File: src/hdl/nnd_pkg.sv
// ----------------------------------------------------------------------------
// nnd_pkg
// Shared widths, register indexes and types of the nearest neighbor downscaler.
// ----------------------------------------------------------------------------
package nnd_pkg;

	localparam int CHANNELS      = 4;
	localparam int MAX_DIMENSION = 4096;
	localparam int DIM_W         = $clog2(MAX_DIMENSION) + 1;
	localparam int POS_W         = $clog2(MAX_DIMENSION);
	localparam int PIXEL_W       = 32;
	localparam int INDEX_W       = 2;
	localparam int DVD_W         = 2 * DIM_W - 1;
	localparam int STEP_CNT_W    = $clog2(DVD_W);
	localparam int QUEUE_DEPTH   = 4;
	localparam int QUEUE_PTR_W   = $clog2(QUEUE_DEPTH);

	localparam logic [63:0] PIXEL_MASK_WIDE = (64'd1 << (8 * CHANNELS)) - 64'd1;
	localparam logic [PIXEL_W-1:0] PIXEL_MASK = PIXEL_MASK_WIDE[PIXEL_W-1:0];

	localparam logic [DIM_W-1:0] DIM_MAX        = DIM_W'(MAX_DIMENSION);
	localparam logic [DIM_W-1:0] RST_SRC_WIDTH  = DIM_W'(640);
	localparam logic [DIM_W-1:0] RST_SRC_HEIGHT = DIM_W'(480);
	localparam logic [DIM_W-1:0] RST_DST_WIDTH  = DIM_W'(320);

	localparam logic [INDEX_W-1:0] REG_SRC_WIDTH  = INDEX_W'(0);
	localparam logic [INDEX_W-1:0] REG_SRC_HEIGHT = INDEX_W'(1);
	localparam logic [INDEX_W-1:0] REG_DST_WIDTH  = INDEX_W'(2);

	typedef struct packed {
		logic [DIM_W-1:0] src_width;
		logic [DIM_W-1:0] src_height;
		logic [DIM_W-1:0] dst_width;
		logic             size_bad;
	} cfg_t;

	typedef struct packed {
		logic             busy;
		logic [DIM_W-1:0] step_q;
		logic [POS_W-1:0] step_r;
		logic [DIM_W-1:0] out_height;
	} ratio_t;

	typedef struct packed {
		logic [PIXEL_W-1:0] pixel;
		logic               line_end;
		logic               frame_end;
		logic               size_error;
	} result_t;

	typedef enum logic [1:0] {
		RS_IDLE,
		RS_DIV_COL,
		RS_DIV_ROW
	} ratio_state_t;

endpackage

File: src/hdl/nnd_ratio.sv
// ----------------------------------------------------------------------------
// nnd_ratio
// Bit-serial divider sequencer: column step W/N with remainder, then the
// output height N*H/W, one quotient bit per cycle.
// ----------------------------------------------------------------------------
module nnd_ratio (
	input  logic          clk,
	input  logic          arst_n,
	input  logic          start,
	input  nnd_pkg::cfg_t cfg,
	output nnd_pkg::ratio_t ratio
);

	nnd_pkg::ratio_state_t state_q;
	nnd_pkg::ratio_state_t state_next;

	logic [nnd_pkg::DVD_W-1:0]      dvd_q;
	logic [nnd_pkg::DIM_W-1:0]      rem_q;
	logic [nnd_pkg::STEP_CNT_W-1:0] cnt_q;
	logic [nnd_pkg::DIM_W-1:0]      step_q_q;
	logic [nnd_pkg::POS_W-1:0]      step_r_q;
	logic [nnd_pkg::DIM_W-1:0]      height_q;

	logic [nnd_pkg::DIM_W-1:0]   divisor;
	logic [nnd_pkg::DIM_W:0]     trial;
	logic                        ge;
	logic [nnd_pkg::DIM_W-1:0]   rem_n;
	logic [nnd_pkg::DVD_W-1:0]   dvd_n;
	logic                        last_step;
	logic [2*nnd_pkg::DIM_W-1:0] product;

	always_comb begin
		divisor = (state_q == nnd_pkg::RS_DIV_COL) ? cfg.dst_width : cfg.src_width;
		trial   = {rem_q, dvd_q[nnd_pkg::DVD_W-1]};
		ge      = trial >= {1'b0, divisor};
		rem_n   = ge ? nnd_pkg::DIM_W'(trial - {1'b0, divisor}) : trial[nnd_pkg::DIM_W-1:0];
		dvd_n   = {dvd_q[nnd_pkg::DVD_W-2:0], ge};
		product = cfg.dst_width * cfg.src_height;
	end

	// next state
	always_comb begin
		state_next = state_q;
		if (start) begin
			state_next = cfg.size_bad ? nnd_pkg::RS_IDLE : nnd_pkg::RS_DIV_COL;
		end else begin
			case (state_q)
				nnd_pkg::RS_IDLE:    state_next = nnd_pkg::RS_IDLE;
				nnd_pkg::RS_DIV_COL: if (last_step) state_next = nnd_pkg::RS_DIV_ROW;
				nnd_pkg::RS_DIV_ROW: if (last_step) state_next = nnd_pkg::RS_IDLE;
				default:             state_next = nnd_pkg::RS_IDLE;
			endcase
		end
	end

	// outputs
	always_comb begin
		last_step        = cnt_q == nnd_pkg::STEP_CNT_W'(nnd_pkg::DVD_W - 1);
		ratio.busy       = state_q != nnd_pkg::RS_IDLE;
		ratio.step_q     = step_q_q;
		ratio.step_r     = step_r_q;
		ratio.out_height = height_q;
	end

	always_ff @(posedge clk or negedge arst_n) begin
		if (!arst_n) begin
			state_q  <= nnd_pkg::RS_IDLE;
			cnt_q    <= '0;
			height_q <= '0;
		end else begin
			state_q <= state_next;
			if (start) begin
				cnt_q <= '0;
				if (cfg.size_bad) begin
					height_q <= '0;
				end
			end else if (state_q != nnd_pkg::RS_IDLE) begin
				cnt_q <= last_step ? '0 : cnt_q + 1'b1;
				if (state_q == nnd_pkg::RS_DIV_ROW && last_step) begin
					height_q <= dvd_n[nnd_pkg::DIM_W-1:0];
				end
			end
		end
	end

	// divider datapath
	always_ff @(posedge clk) begin
		if (start) begin
			dvd_q <= nnd_pkg::DVD_W'(cfg.src_width);
			rem_q <= '0;
		end else if (state_q == nnd_pkg::RS_DIV_COL && last_step) begin
			step_q_q <= dvd_n[nnd_pkg::DIM_W-1:0];
			step_r_q <= rem_n[nnd_pkg::POS_W-1:0];
			dvd_q    <= product[nnd_pkg::DVD_W-1:0];
			rem_q    <= '0;
		end else if (state_q != nnd_pkg::RS_IDLE) begin
			dvd_q <= dvd_n;
			rem_q <= rem_n;
		end
	end

endmodule

File: src/hdl/nnd_front.sv
// ----------------------------------------------------------------------------
// nnd_front
// Frame position tracking and keep/drop classification of each source pixel.
// ----------------------------------------------------------------------------
module nnd_front (
	input  logic                         clk,
	input  logic                         arst_n,
	input  logic                         restart,
	input  logic                         accept,
	input  logic [nnd_pkg::PIXEL_W-1:0]  pixel_in,
	input  nnd_pkg::cfg_t                cfg,
	input  nnd_pkg::ratio_t              ratio,
	output logic                         res_valid,
	output nnd_pkg::result_t             res
);

	logic [nnd_pkg::POS_W-1:0] src_col_q;
	logic [nnd_pkg::POS_W-1:0] src_row_q;
	logic [nnd_pkg::DIM_W-1:0] out_col_q;
	logic [nnd_pkg::DIM_W-1:0] out_row_q;
	logic [nnd_pkg::DIM_W-1:0] want_col_q;
	logic [nnd_pkg::POS_W-1:0] col_rem_q;
	logic [nnd_pkg::DIM_W-1:0] want_row_q;
	logic [nnd_pkg::POS_W-1:0] row_rem_q;

	logic                      row_hit;
	logic                      col_hit;
	logic                      le;
	logic                      fe;
	logic                      last_col;
	logic                      last_row;
	logic [nnd_pkg::DIM_W-1:0] col_sum;
	logic                      col_carry;
	logic [nnd_pkg::POS_W-1:0] col_rem_n;
	logic [nnd_pkg::DIM_W-1:0] want_col_n;
	logic [nnd_pkg::DIM_W-1:0] row_sum;
	logic                      row_carry;
	logic [nnd_pkg::POS_W-1:0] row_rem_n;
	logic [nnd_pkg::DIM_W-1:0] want_row_n;

	always_comb begin
		row_hit = ({1'b0, src_row_q} == want_row_q) && (out_row_q < ratio.out_height);
		col_hit = row_hit && ({1'b0, src_col_q} == want_col_q) && (out_col_q < cfg.dst_width);
		le = ({1'b0, out_col_q} + (nnd_pkg::DIM_W + 1)'(1)) == {1'b0, cfg.dst_width};
		fe = le && (({1'b0, out_row_q} + (nnd_pkg::DIM_W + 1)'(1)) == {1'b0, ratio.out_height});
		last_col = ({1'b0, src_col_q} + nnd_pkg::DIM_W'(1)) >= cfg.src_width;
		last_row = ({1'b0, src_row_q} + nnd_pkg::DIM_W'(1)) >= cfg.src_height;

		col_sum    = {1'b0, col_rem_q} + {1'b0, ratio.step_r};
		col_carry  = col_sum >= cfg.dst_width;
		col_rem_n  = col_carry ? nnd_pkg::POS_W'(col_sum - cfg.dst_width)
		                       : col_sum[nnd_pkg::POS_W-1:0];
		want_col_n = want_col_q + ratio.step_q + nnd_pkg::DIM_W'(col_carry);

		row_sum    = {1'b0, row_rem_q} + {1'b0, ratio.step_r};
		row_carry  = row_sum >= cfg.dst_width;
		row_rem_n  = row_carry ? nnd_pkg::POS_W'(row_sum - cfg.dst_width)
		                       : row_sum[nnd_pkg::POS_W-1:0];
		want_row_n = want_row_q + ratio.step_q + nnd_pkg::DIM_W'(row_carry);

		res_valid = accept && !restart && (cfg.size_bad || col_hit);
		if (cfg.size_bad) begin
			res.pixel      = '0;
			res.line_end   = 1'b0;
			res.frame_end  = 1'b0;
			res.size_error = 1'b1;
		end else begin
			res.pixel      = pixel_in & nnd_pkg::PIXEL_MASK;
			res.line_end   = le;
			res.frame_end  = fe;
			res.size_error = 1'b0;
		end
	end

	always_ff @(posedge clk or negedge arst_n) begin
		if (!arst_n) begin
			src_col_q  <= '0;
			src_row_q  <= '0;
			out_col_q  <= '0;
			out_row_q  <= '0;
			want_col_q <= '0;
			col_rem_q  <= '0;
			want_row_q <= '0;
			row_rem_q  <= '0;
		end else if (restart) begin
			src_col_q  <= '0;
			src_row_q  <= '0;
			out_col_q  <= '0;
			out_row_q  <= '0;
			want_col_q <= '0;
			col_rem_q  <= '0;
			want_row_q <= '0;
			row_rem_q  <= '0;
		end else if (accept && !cfg.size_bad) begin
			if (!last_col) begin
				src_col_q <= src_col_q + 1'b1;
				if (col_hit) begin
					out_col_q  <= out_col_q + 1'b1;
					want_col_q <= want_col_n;
					col_rem_q  <= col_rem_n;
				end
			end else begin
				// end of a source line
				src_col_q  <= '0;
				out_col_q  <= '0;
				want_col_q <= '0;
				col_rem_q  <= '0;
				if (last_row) begin
					src_row_q  <= '0;
					out_row_q  <= '0;
					want_row_q <= '0;
					row_rem_q  <= '0;
				end else begin
					src_row_q <= src_row_q + 1'b1;
					if (row_hit) begin
						out_row_q  <= out_row_q + 1'b1;
						want_row_q <= want_row_n;
						row_rem_q  <= row_rem_n;
					end
				end
			end
		end
	end

endmodule

File: src/hdl/nnd_queue.sv
// ----------------------------------------------------------------------------
// nnd_queue
// Short result queue between the classifier and the output side.
// ----------------------------------------------------------------------------
module nnd_queue (
	input  logic             clk,
	input  logic             arst_n,
	input  logic             wr_en,
	input  nnd_pkg::result_t wr_data,
	input  logic             rd_en,
	output nnd_pkg::result_t rd_data,
	output logic             full,
	output logic             empty
);

	nnd_pkg::result_t slot_q [nnd_pkg::QUEUE_DEPTH];

	logic [nnd_pkg::QUEUE_PTR_W-1:0] wr_ptr_q;
	logic [nnd_pkg::QUEUE_PTR_W-1:0] rd_ptr_q;
	logic [nnd_pkg::QUEUE_PTR_W:0]   count_q;
	logic                            do_wr;
	logic                            do_rd;

	always_comb begin
		full    = count_q == (nnd_pkg::QUEUE_PTR_W + 1)'(nnd_pkg::QUEUE_DEPTH);
		empty   = count_q == '0;
		do_wr   = wr_en && !full;
		do_rd   = rd_en && !empty;
		rd_data = slot_q[rd_ptr_q];
	end

	always_ff @(posedge clk or negedge arst_n) begin
		if (!arst_n) begin
			wr_ptr_q <= '0;
			rd_ptr_q <= '0;
			count_q  <= '0;
		end else begin
			if (do_wr) begin
				wr_ptr_q <= wr_ptr_q + 1'b1;
			end
			if (do_rd) begin
				rd_ptr_q <= rd_ptr_q + 1'b1;
			end
			case ({do_wr, do_rd})
				2'b10:   count_q <= count_q + 1'b1;
				2'b01:   count_q <= count_q - 1'b1;
				default: count_q <= count_q;
			endcase
		end
	end

	always_ff @(posedge clk) begin
		if (do_wr) begin
			slot_q[wr_ptr_q] <= wr_data;
		end
	end

endmodule

File: src/hdl/nearest_neighbor_downscaler.sv
// ----------------------------------------------------------------------------
// nearest_neighbor_downscaler
// Streaming nearest neighbor downscaler: keeps or drops raster-order pixels
// using exact integer step accumulators.
// ----------------------------------------------------------------------------
// channel   direction  handshake            word
// input     in         push / full          pixel_in
// result    out        empty / pop          pixel_out, line_end, frame_end, size_error
// config    in         cfg_valid/cfg_ready  cfg_index, cfg_data
//
// one pixel per cycle once the ratio unit is idle and the queue is not full; a kept
// word is in the four-entry queue in the cycle after its pixel.
// after reset and after every register write the serial divider computes W/N,
// then N*H/W, or skips both with an invalid geometry; full stays high meanwhile
// and in any cycle where cfg_valid is high.
// full also rises when the result queue holds four words.
// ----------------------------------------------------------------------------
module nearest_neighbor_downscaler (
	input  logic                         clk,
	input  logic                         arst_n,
	input  logic                         push,
	output logic                         full,
	input  logic [nnd_pkg::PIXEL_W-1:0]  pixel_in,
	output logic                         empty,
	input  logic                         pop,
	output logic [nnd_pkg::PIXEL_W-1:0]  pixel_out,
	output logic                         line_end,
	output logic                         frame_end,
	output logic                         size_error,
	input  logic                         cfg_valid,
	output logic                         cfg_ready,
	input  logic [nnd_pkg::INDEX_W-1:0]  cfg_index,
	input  logic [nnd_pkg::DIM_W-1:0]    cfg_data
);

	logic [nnd_pkg::DIM_W-1:0] src_width_q;
	logic [nnd_pkg::DIM_W-1:0] src_height_q;
	logic [nnd_pkg::DIM_W-1:0] dst_width_q;
	logic                      start_q;

	nnd_pkg::cfg_t    cfg;
	nnd_pkg::ratio_t  ratio;
	nnd_pkg::result_t res;
	nnd_pkg::result_t head;

	logic                      cfg_wr;
	logic                      reg_hit;
	logic [nnd_pkg::DIM_W-1:0] cfg_sat;
	logic                      accept;
	logic                      res_valid;
	logic                      queue_full;

	always_comb begin
		cfg_ready    = 1'b1;
		cfg_wr       = cfg_valid && cfg_ready;
		reg_hit      = cfg_index == nnd_pkg::REG_SRC_WIDTH ||
		               cfg_index == nnd_pkg::REG_SRC_HEIGHT ||
		               cfg_index == nnd_pkg::REG_DST_WIDTH;
		cfg_sat      = (cfg_data > nnd_pkg::DIM_MAX) ? nnd_pkg::DIM_MAX : cfg_data;
		cfg.src_width  = src_width_q;
		cfg.src_height = src_height_q;
		cfg.dst_width  = dst_width_q;
		cfg.size_bad   = (src_width_q == '0) || (dst_width_q == '0) ||
		                 (dst_width_q > src_width_q);
		full   = queue_full || ratio.busy || start_q || cfg_valid;
		accept = push && !full;
		pixel_out  = head.pixel;
		line_end   = head.line_end;
		frame_end  = head.frame_end;
		size_error = head.size_error;
	end

	always_ff @(posedge clk or negedge arst_n) begin
		if (!arst_n) begin
			src_width_q  <= nnd_pkg::RST_SRC_WIDTH;
			src_height_q <= nnd_pkg::RST_SRC_HEIGHT;
			dst_width_q  <= nnd_pkg::RST_DST_WIDTH;
			start_q      <= 1'b1;
		end else begin
			start_q <= cfg_wr && reg_hit;
			if (cfg_wr) begin
				case (cfg_index)
					nnd_pkg::REG_SRC_WIDTH:  src_width_q  <= cfg_sat;
					nnd_pkg::REG_SRC_HEIGHT: src_height_q <= cfg_sat;
					nnd_pkg::REG_DST_WIDTH:  dst_width_q  <= cfg_sat;
					default: ;
				endcase
			end
		end
	end

	nnd_ratio u_ratio (
		.clk    (clk),
		.arst_n (arst_n),
		.start  (start_q),
		.cfg    (cfg),
		.ratio  (ratio)
	);

	nnd_front u_front (
		.clk       (clk),
		.arst_n    (arst_n),
		.restart   (cfg_wr && reg_hit),
		.accept    (accept),
		.pixel_in  (pixel_in),
		.cfg       (cfg),
		.ratio     (ratio),
		.res_valid (res_valid),
		.res       (res)
	);

	nnd_queue u_queue (
		.clk     (clk),
		.arst_n  (arst_n),
		.wr_en   (res_valid),
		.wr_data (res),
		.rd_en   (pop),
		.rd_data (head),
		.full    (queue_full),
		.empty   (empty)
	);

endmodule
File: config.mk
export PLATFORM = sky130hd
export DESIGN_NAME = nearest_neighbor_downscaler
export DESIGN_NICKNAME = d
export VERILOG_FILES = /design/src/hdl/nnd_pkg.sv /design/src/hdl/nnd_ratio.sv /design/src/hdl/nnd_front.sv /design/src/hdl/nnd_queue.sv /design/src/hdl/nearest_neighbor_downscaler.sv
export SDC_FILE = /design/constraint.sdc
export NUM_CORES = 1
export LEC_CHECK = 0
export ABC_CLOCK_PERIOD_IN_PS = 7100
export BUFFER_PORTS_ARGS = -buffer_cell sky130_fd_sc_hd__buf_2
export CAP_MARGIN = 0
export CORE_MARGIN = 4
export CORE_UTILIZATION = 64
export CTS_CLUSTER_DIAMETER = 100
export DETAILED_ROUTE_END_ITERATION = 10
export HOLD_SLACK_MARGIN = 0.02
export PLACE_DENSITY = 0.91
export SLEW_MARGIN = 5
export SYNTH_ARGS = -nofsm -noshare
export SYNTH_HDL_FRONTEND = slang
export SYNTH_SLANG_ARGS = --single-unit
File: constraint.sdc
create_clock -name clk -period 7.1 [get_ports clk]
set_input_delay 0.71 -clock clk [delete_from_list [all_inputs] [get_ports clk]]
set_output_delay 0.71 -clock clk [all_outputs]
set_load 0.03 [all_outputs]
### Yosys cells after proc, flatten, opt, wreduce, memory -nomap -nowiden

Memories as Yosys holds them, arrays and structs flattened.
Index checks and enable logic that the tools add are counted.

| word-level totals | value |
|---|---|
| bits in registers | 230 |
| RAM bits | 140 |
| output and inout bits | 38 |
| word-level logic and storage cells | 180 |
| memories kept | 1 |

| operators by class | value |
|---|---|
| $add $sub $neg | 22 |
| multipliers | 1 |
| magnitude comparators | 9 |
| equal/unequal tests | 15 |
| muxes and demuxes | 58 |
| bitwise operators | 1 |
| reduce and logical (&&, ||, !) cells | 50 |

Memories:

| memory | words | bits a word | rd ports | clocked after Yosys merged registers in | write ports | RTL line | source |
|---|---|---|---|---|---|---|---|
| u_queue.slot_q | 4 | 35 | 1 | 0 | 1 | nnd_queue.sv:16 | `nnd_pkg::result_t slot_q [nnd_pkg::QUEUE_DEPTH];` |

Operator list:

| kind | count |
|---|---|
| $mux W13 | 26 |
| $mux W12 | 18 |
| $ge A13 B13 Y1 | 4 |
| $mux W25 | 2 |
| $mux W35 | 1 |
| $add A13 B1 Y14 const B | 2 |
| $eq A14 B13 Y1 | 2 |
| $add A12 B1 Y13 const B | 2 |
| $add A12 B12 Y13 | 2 |
| $add A13 B1 Y13 | 2 |
| $add A13 B1 Y13 const B | 2 |
| $add A13 B13 Y13 | 2 |
| $eq A12 B13 Y1 | 2 |
| $logic_not A13 Y1 | 2 |
| $lt A13 B13 Y1 | 2 |
| $mul A13 B13 Y25 | 1 |
| $add A12 B1 Y12 const B | 2 |
| $sub A12 B12 Y12 | 2 |
| $mux W5 | 3 |
| $ge A14 B13 Y1 | 1 |
| $reduce_and A2 Y1 | 7 |
| $reduce_bool A2 Y1 | 7 |
| $gt A13 B13 Y1 | 1 |
| $gt A13 B13 Y1 const B | 1 |
| 24 further kinds | 60 |

### Logic depth before layout (Yosys ltp)

| logic depth | value |
|---|---|
| depth in word-level cells | 11 |
| depth in mapped cells | 25 |
| mapped depth without buffers | 24 |

### Cells and area by module

Synthesis repeated with hierarchy kept, for this count alone.

| second synthesis, totals | value |
|---|---|
| cells, all modules | 2793 |
| area, all modules | 27910.5 µm² |

Modules (own cells, without submodules):

| module | times used | cells each | area each (µm²) |
|---|---|---|---|
| nnd_front | 1 | 1266 | 10585.2 |
| nnd_ratio | 1 | 1106 | 9884.5 |
| nnd_queue | 1 | 220 | 5531.6 |
| nearest_neighbor_downscaler | 1 | 201 | 1909.3 |

### Least setup slack after synthesis

Ideal clock, no wire load.

| timing | value |
|---|---|
| kind | register to register |
| from | register dst_width_q[3] (netlist name) |
| to | register u_ratio.dvd_q[24] (netlist name) |
| data arrival time | 5557 ps |
| data required time | 6986 ps |
| setup slack | 1428 ps |
| cell stages (with the launch flop) | 21 |
| buffers on the path | 2 |
| cells stage by stage | dfrtp_1 > clkbuf_1 > clkinv_1 > nor2_1 > fa_1 > fa_1 > fa_1 > fa_1 > inv_1 > fa_1 > inv_1 > ha_1 > clkbuf_1 > a21o_1 > and2_1 > o21ai_0 > o211ai_1 > a221oi_1 > xnor2_1 > nor2_1 > a2111oi_0 |

| between the ends | value |
|---|---|
| longest elaborated chain between the ends | 2 |

RTL lines:

| element | RTL line | source |
|---|---|---|
| start, declared | nearest_neighbor_downscaler.sv:38 | `logic [nnd_pkg::DIM_W-1:0] dst_width_q;` |
| start signal, assigned | nearest_neighbor_downscaler.sv:77 | `dst_width_q <= nnd_pkg::RST_DST_WIDTH;` |
| start signal, assigned | nearest_neighbor_downscaler.sv:85 | `nnd_pkg::REG_DST_WIDTH: dst_width_q <= cfg_sat;` |
| $mul A13 B13 Y25 | nnd_ratio.sv:38 | `product = cfg.dst_width * cfg.src_height;` |
| $mux W25 | nnd_ratio.sv:91 | `end else if (state_q == nnd_pkg::RS_DIV_COL && last_step) begin` |
| end signal, assigned | nnd_ratio.sv:89 | `dvd_q <= nnd_pkg::DVD_W'(cfg.src_width);` |
| end signal, assigned | nnd_ratio.sv:94 | `dvd_q <= product[nnd_pkg::DVD_W-1:0];` |
| end signal, assigned | nnd_ratio.sv:97 | `dvd_q <= dvd_n;` |
| end, declared | nnd_ratio.sv:17 | `logic [nnd_pkg::DVD_W-1:0] dvd_q;` |

No other way between the ends.
A chain may end at the register's enable or synchronous reset.

### Worst setup path in the final report

| timing | value |
|---|---|
| from | register u_ratio.step_r_q[0] (netlist name) |
| to | register u_front.want_row_q[12] (netlist name) |

| between the ends | value |
|---|---|
| longest elaborated chain between the ends | 8 |

RTL lines:

| element | RTL line | source |
|---|---|---|
| start, declared | nnd_ratio.sv:21 | `logic [nnd_pkg::POS_W-1:0] step_r_q;` |
| start signal, assigned | nnd_ratio.sv:93 | `step_r_q <= rem_n[nnd_pkg::POS_W-1:0];` |
| $add A12 B12 Y13 | nnd_front.sv:55 | `row_sum = {1'b0, row_rem_q} + {1'b0, ratio.step_r};` |
| $ge A13 B13 Y1 | nnd_front.sv:56 | `row_carry = row_sum >= cfg.dst_width;` |
| $add A13 B1 Y13 | nnd_front.sv:59 | `want_row_n = want_row_q + ratio.step_q + nnd_pkg::DIM_W'(row_carry);` |
| $mux W13 | nnd_front.sv:115 | `if (row_hit) begin` |
| $mux W13 | nnd_front.sv:108 | `if (last_row) begin` |
| $mux W13 | nnd_front.sv:95 | `if (!last_col) begin` |
| $mux W13 | nnd_front.sv:94 | `end else if (accept && !cfg.size_bad) begin` |
| $mux W13 | nnd_front.sv:85 | `end else if (restart) begin` |
| end signal, assigned | nnd_front.sv:117 | `want_row_q <= want_row_n;` |
| end, declared | nnd_front.sv:23 | `logic [nnd_pkg::DIM_W-1:0] want_row_q;` |

No other way between the ends. The select of a mux whose other input is x is not followed.

==> summary.txt <==
Power
  – Switching part of the total power: 42.4%
  – LEAKAGE: 12.9 nW
  – Maximum VDD drop: 0.000261 V
  – Power share of the sequential group: 30.2%
  – Part of the total power dissipated in the clock network: 22.2%
  – Comb pwr share: 47.5%
  – Cell-internal power: 5.74 mW
  – Power density over the cells: 342 nW/um2
  – Reported net switching power: 4.22 mW
  – Total power consumption of the routed design: 9.97 mW

Setup path
  – Highest fanout seen on the critical path: 16
  – Crit path kind: register to register
  – WP data required: 7.58 ns
  – CP Data Arrival Time: 6.92 ns
  – Startpoint type of the worst setup path: register
  – Critical Path End Type: register

Timing
  – Minimum clock period after layout: 6.44 ns
  – Final setup violation count: 0
  – Final-report hold violation count: 0
  – Final setup TNS: 0 ns
  – Pins over their slew limit: 0
  – Ratio of final minimum period to clock period: 90.7%
  – Relative slew slack: 18.7%
  – Maximum operating frequency: 155 MHz
  – Worst-Margin Slew: 1.22 ns
  – Clk_skew: 0.0282 ns
  – Setup repair after global routing missed its margin: false

Run
  – Total of max-cap violations: 0

Yosys
  – Post-synthesis cell area: 26,800 um2
  – Number of warning messages in the yosys log: 0
  – Count of flip-flops with a built-in enable after synthesis: 178
  – Synth Flop Type: edfxtp_1
  – Number of library cell types mapped by synthesis: 80
  – FF+latch count, synth: 370
  – Share of the yosys chip area belonging to registers: 37.4%
  – Ys async rst share: 45.1%
  – Count of mapped cells out of synthesis: 2,665
  – Syn Area/Cell: 10.1 um2
  – Synthesized Nets: 3,076

Die
  – Count of pins on the block boundary: 90
  – Std-Cell Rows: 74
  – Total Die Area: 45,300 um2
  – Starting Density: 65.3%
  – Core area: 41,100 um2
  – Die X: 213 um
  – Die Ht: 213 um

Clock tree
  – Clock sink total: 370
  – Number of hold buffers added after CTS: 0
  – Insertion delay to the later sink of the worst-skew pair: 0.59 ns
  – Clock tree from TritonCTS: yes
  – Number of buffers inserted during clock tree synthesis: 40
  – Quantity of gates resized following cts: 0
  – H-tree levels: 2
  – Clk Tree Root Cell: clkbuf_16
  – Clock slew at the register clock pins of the worst setup and hold paths: 0.06 ns
  – Buffer levels on the longest clock path: 3
  – Count of buffers added by post-CTS timing repair for setup: 0

Global route
  – Overall overflow remaining after global route: 0
  – Vias in the first global route: 22,327
  – Pin count of the biggest net entering global routing: 67
  – Overall track demand over capacity in global routing: 34.3%
  – Number of antenna violations at the first check in global routing: 0
  – Global-route wire length before repair: 121,000 um

Final layout
  – Area used by sequential logic in the layout: 10,000 um2
  – Post-layout net count: 3,133
  – Area of the multi-input gates: 15,400 um2
  – Most common library cell in the layout ignoring fill and taps: inv_1
  – Share of the core filled with cells in the final layout: 70.9%
  – Fill cell instance count of the final layout: 2,813
  – Leading cell types in the layout, fill and taps excluded: 254 x inv_1, 252 x nand2_1, 229 x ha_1
  – Count of antenna diodes in the layout: 0
  – Share of post-route cells with drive strength above 1: 9.99%
  – Synth-to-layout area growth: 8.66%

Placement
  – Detailed Place HPWL: 54,500 um
  – Number of port buffers: 88
  – Final RePlAce weighted congestion: 0.962

Routing
  – Overall routed net length: 77,100 um
  – Routed wire length per instance: 23.5 um
  – Initial drt markers: 2,548
  – Remaining antenna violation count: 0
  – First-pass detailed-route iteration total: 8
  – Vias per inst: 6.61
  – Overall via count from detail_route: 21,712
  – DRC: 0

Worst hold path
  – Hold Crit Class: input pin to async pin

Outcome
  – Status: complete, no violations
## flip-flops by register name, indices dropped and copies added (netlist names), 13 cells and up
signal              flops
u_queue.slot_q        140
u_ratio.dvd_q          25
dst_width_q            13
src_height_q           13
src_width_q            13
u_front.out_col_q      13
u_front.out_row_q      13
u_front.want_col_q     13
u_front.want_row_q     13
u_ratio.height_q       13
u_ratio.rem_q          13
u_ratio.step_q_q       13
## per-layer routing
| metal | part of all wire, % | track usage [%] |
|---|---|---|
| met5 | 0 | 0 |
| met4 | 5.6 | 16.5 |
| met3 | 9.5 | 5.91 |
| met2 | 47 | 57.5 |
| met1 | 37 | 43.6 |
## critical path: stages (launching register included)
cell and delay (ns):
edfxtp_1 0.40, ha_1 0.26, fa_1 0.43, a21o_1 0.22
a211oi_1 0.30, o21ai_0 0.18, nand2_1 0.10, xnor2_1 0.09
ha_1 0.40, nand2_1 0.08, o21ai_0 0.28, a21o_1 0.13
o2111ai_1 0.12, a21oi_2 0.73, inv_1 0.16, fa_1 0.52
fa_1 0.45, nor2b_1 0.28, o31a_1 0.25, o211ai_1 0.14
a21oi_1 0.21, a2111oi_0 0.10, o21bai_1 0.19, xnor2_1 0.08
a221oi_1 0.24
## final timing paths
path	from	endpoint	slack, ns	cells after the start
worst max-delay path	u_ratio.step_r_q[0]	u_front.want_row_q[12]	0.66	24
worst min-delay path	arst_n	u_front.col_rem_q[3]	0.06	1
worst max register to register	u_ratio.step_r_q[0]	u_front.want_row_q[12]	0.66	24
min in group clk	cfg_data[7]	src_width_q[7]	0.42	3
worst min register to register	u_ratio.dvd_q[14]	u_ratio.dvd_q[15]	0.49	2
max in group asynchronous	arst_n	u_queue.rd_ptr_q[0]	5.71	2
## final cells by class
cell class              count  area share (%)
inverters                 263            3.39
clock inverters            20           0.927
well taps                 532            2.28
clock buffers              54            3.82
flip-flops and latches    370            34.4
repair buffers            121            2.38
multi-input cells        1926            52.8
## power groups by stage
stage	Clock (mW)	Combinational, mW	Sequential [mW]
after floorplan	0	3.53	2.83
after global placement	0	4.42	3.00
after detailed placement	0	4.60	3.02
after CTS	2.22	4.67	2.99
after global routing	2.32	5.18	3.02
final	2.22	4.74	3.01
## synthesized netlist by cell type (55+ instances only)
library cell / instances / share of area (%)
edfxtp_1: 178 / 20
and2_1: 55 / 1.3
xor2_1: 75 / 2.4
nor2_1: 191 / 2.7
nand3_1: 57 / 1.1
o21ai_0: 180 / 3.4
fa_1: 130 / 9.7
inv_1: 254 / 3.6
clkbuf_1: 74 / 1.0
nand2_1: 252 / 3.5
xnor2_1: 96 / 3.1
dfrtp_1: 158 / 15
a21oi_1: 107 / 2.0
ha_1: 229 / 11
## per-stage QoR
step	hold WS [ns]	instances	instance area, um2	worst slack [ns]
after floorplan	0.414	2665	26800	1.43
after global placement	0.471	3212	27800	1.00
after detailed placement	0.477	3212	27800	0.835
after CTS	0.0795	3286	29200	0.727
after global routing	0.103	3286	29200	0.316
final	0.0630	3286	29200	0.659
## cell families (layout without fill, tap and decap cells)
group / count (synthesis) / count (layout) / synth area share [%]
AO/OA/AOI/OAI: 558 / 558 / 13.4
XOR/XNOR: 171 / 171 / 5.58
other: 1 / 1 / 0.0140
adder cells (fa/ha/maj): 359 / 359 / 20.4
buffers and inverters: 369 / 458 / 5.34
multiplexers: 72 / 72 / 4.38
flip-flops: 370 / 370 / 37.4
AND/OR/NAND/NOR: 765 / 765 / 13.5
No activity file was read; power rests on OpenSTA's default activity.
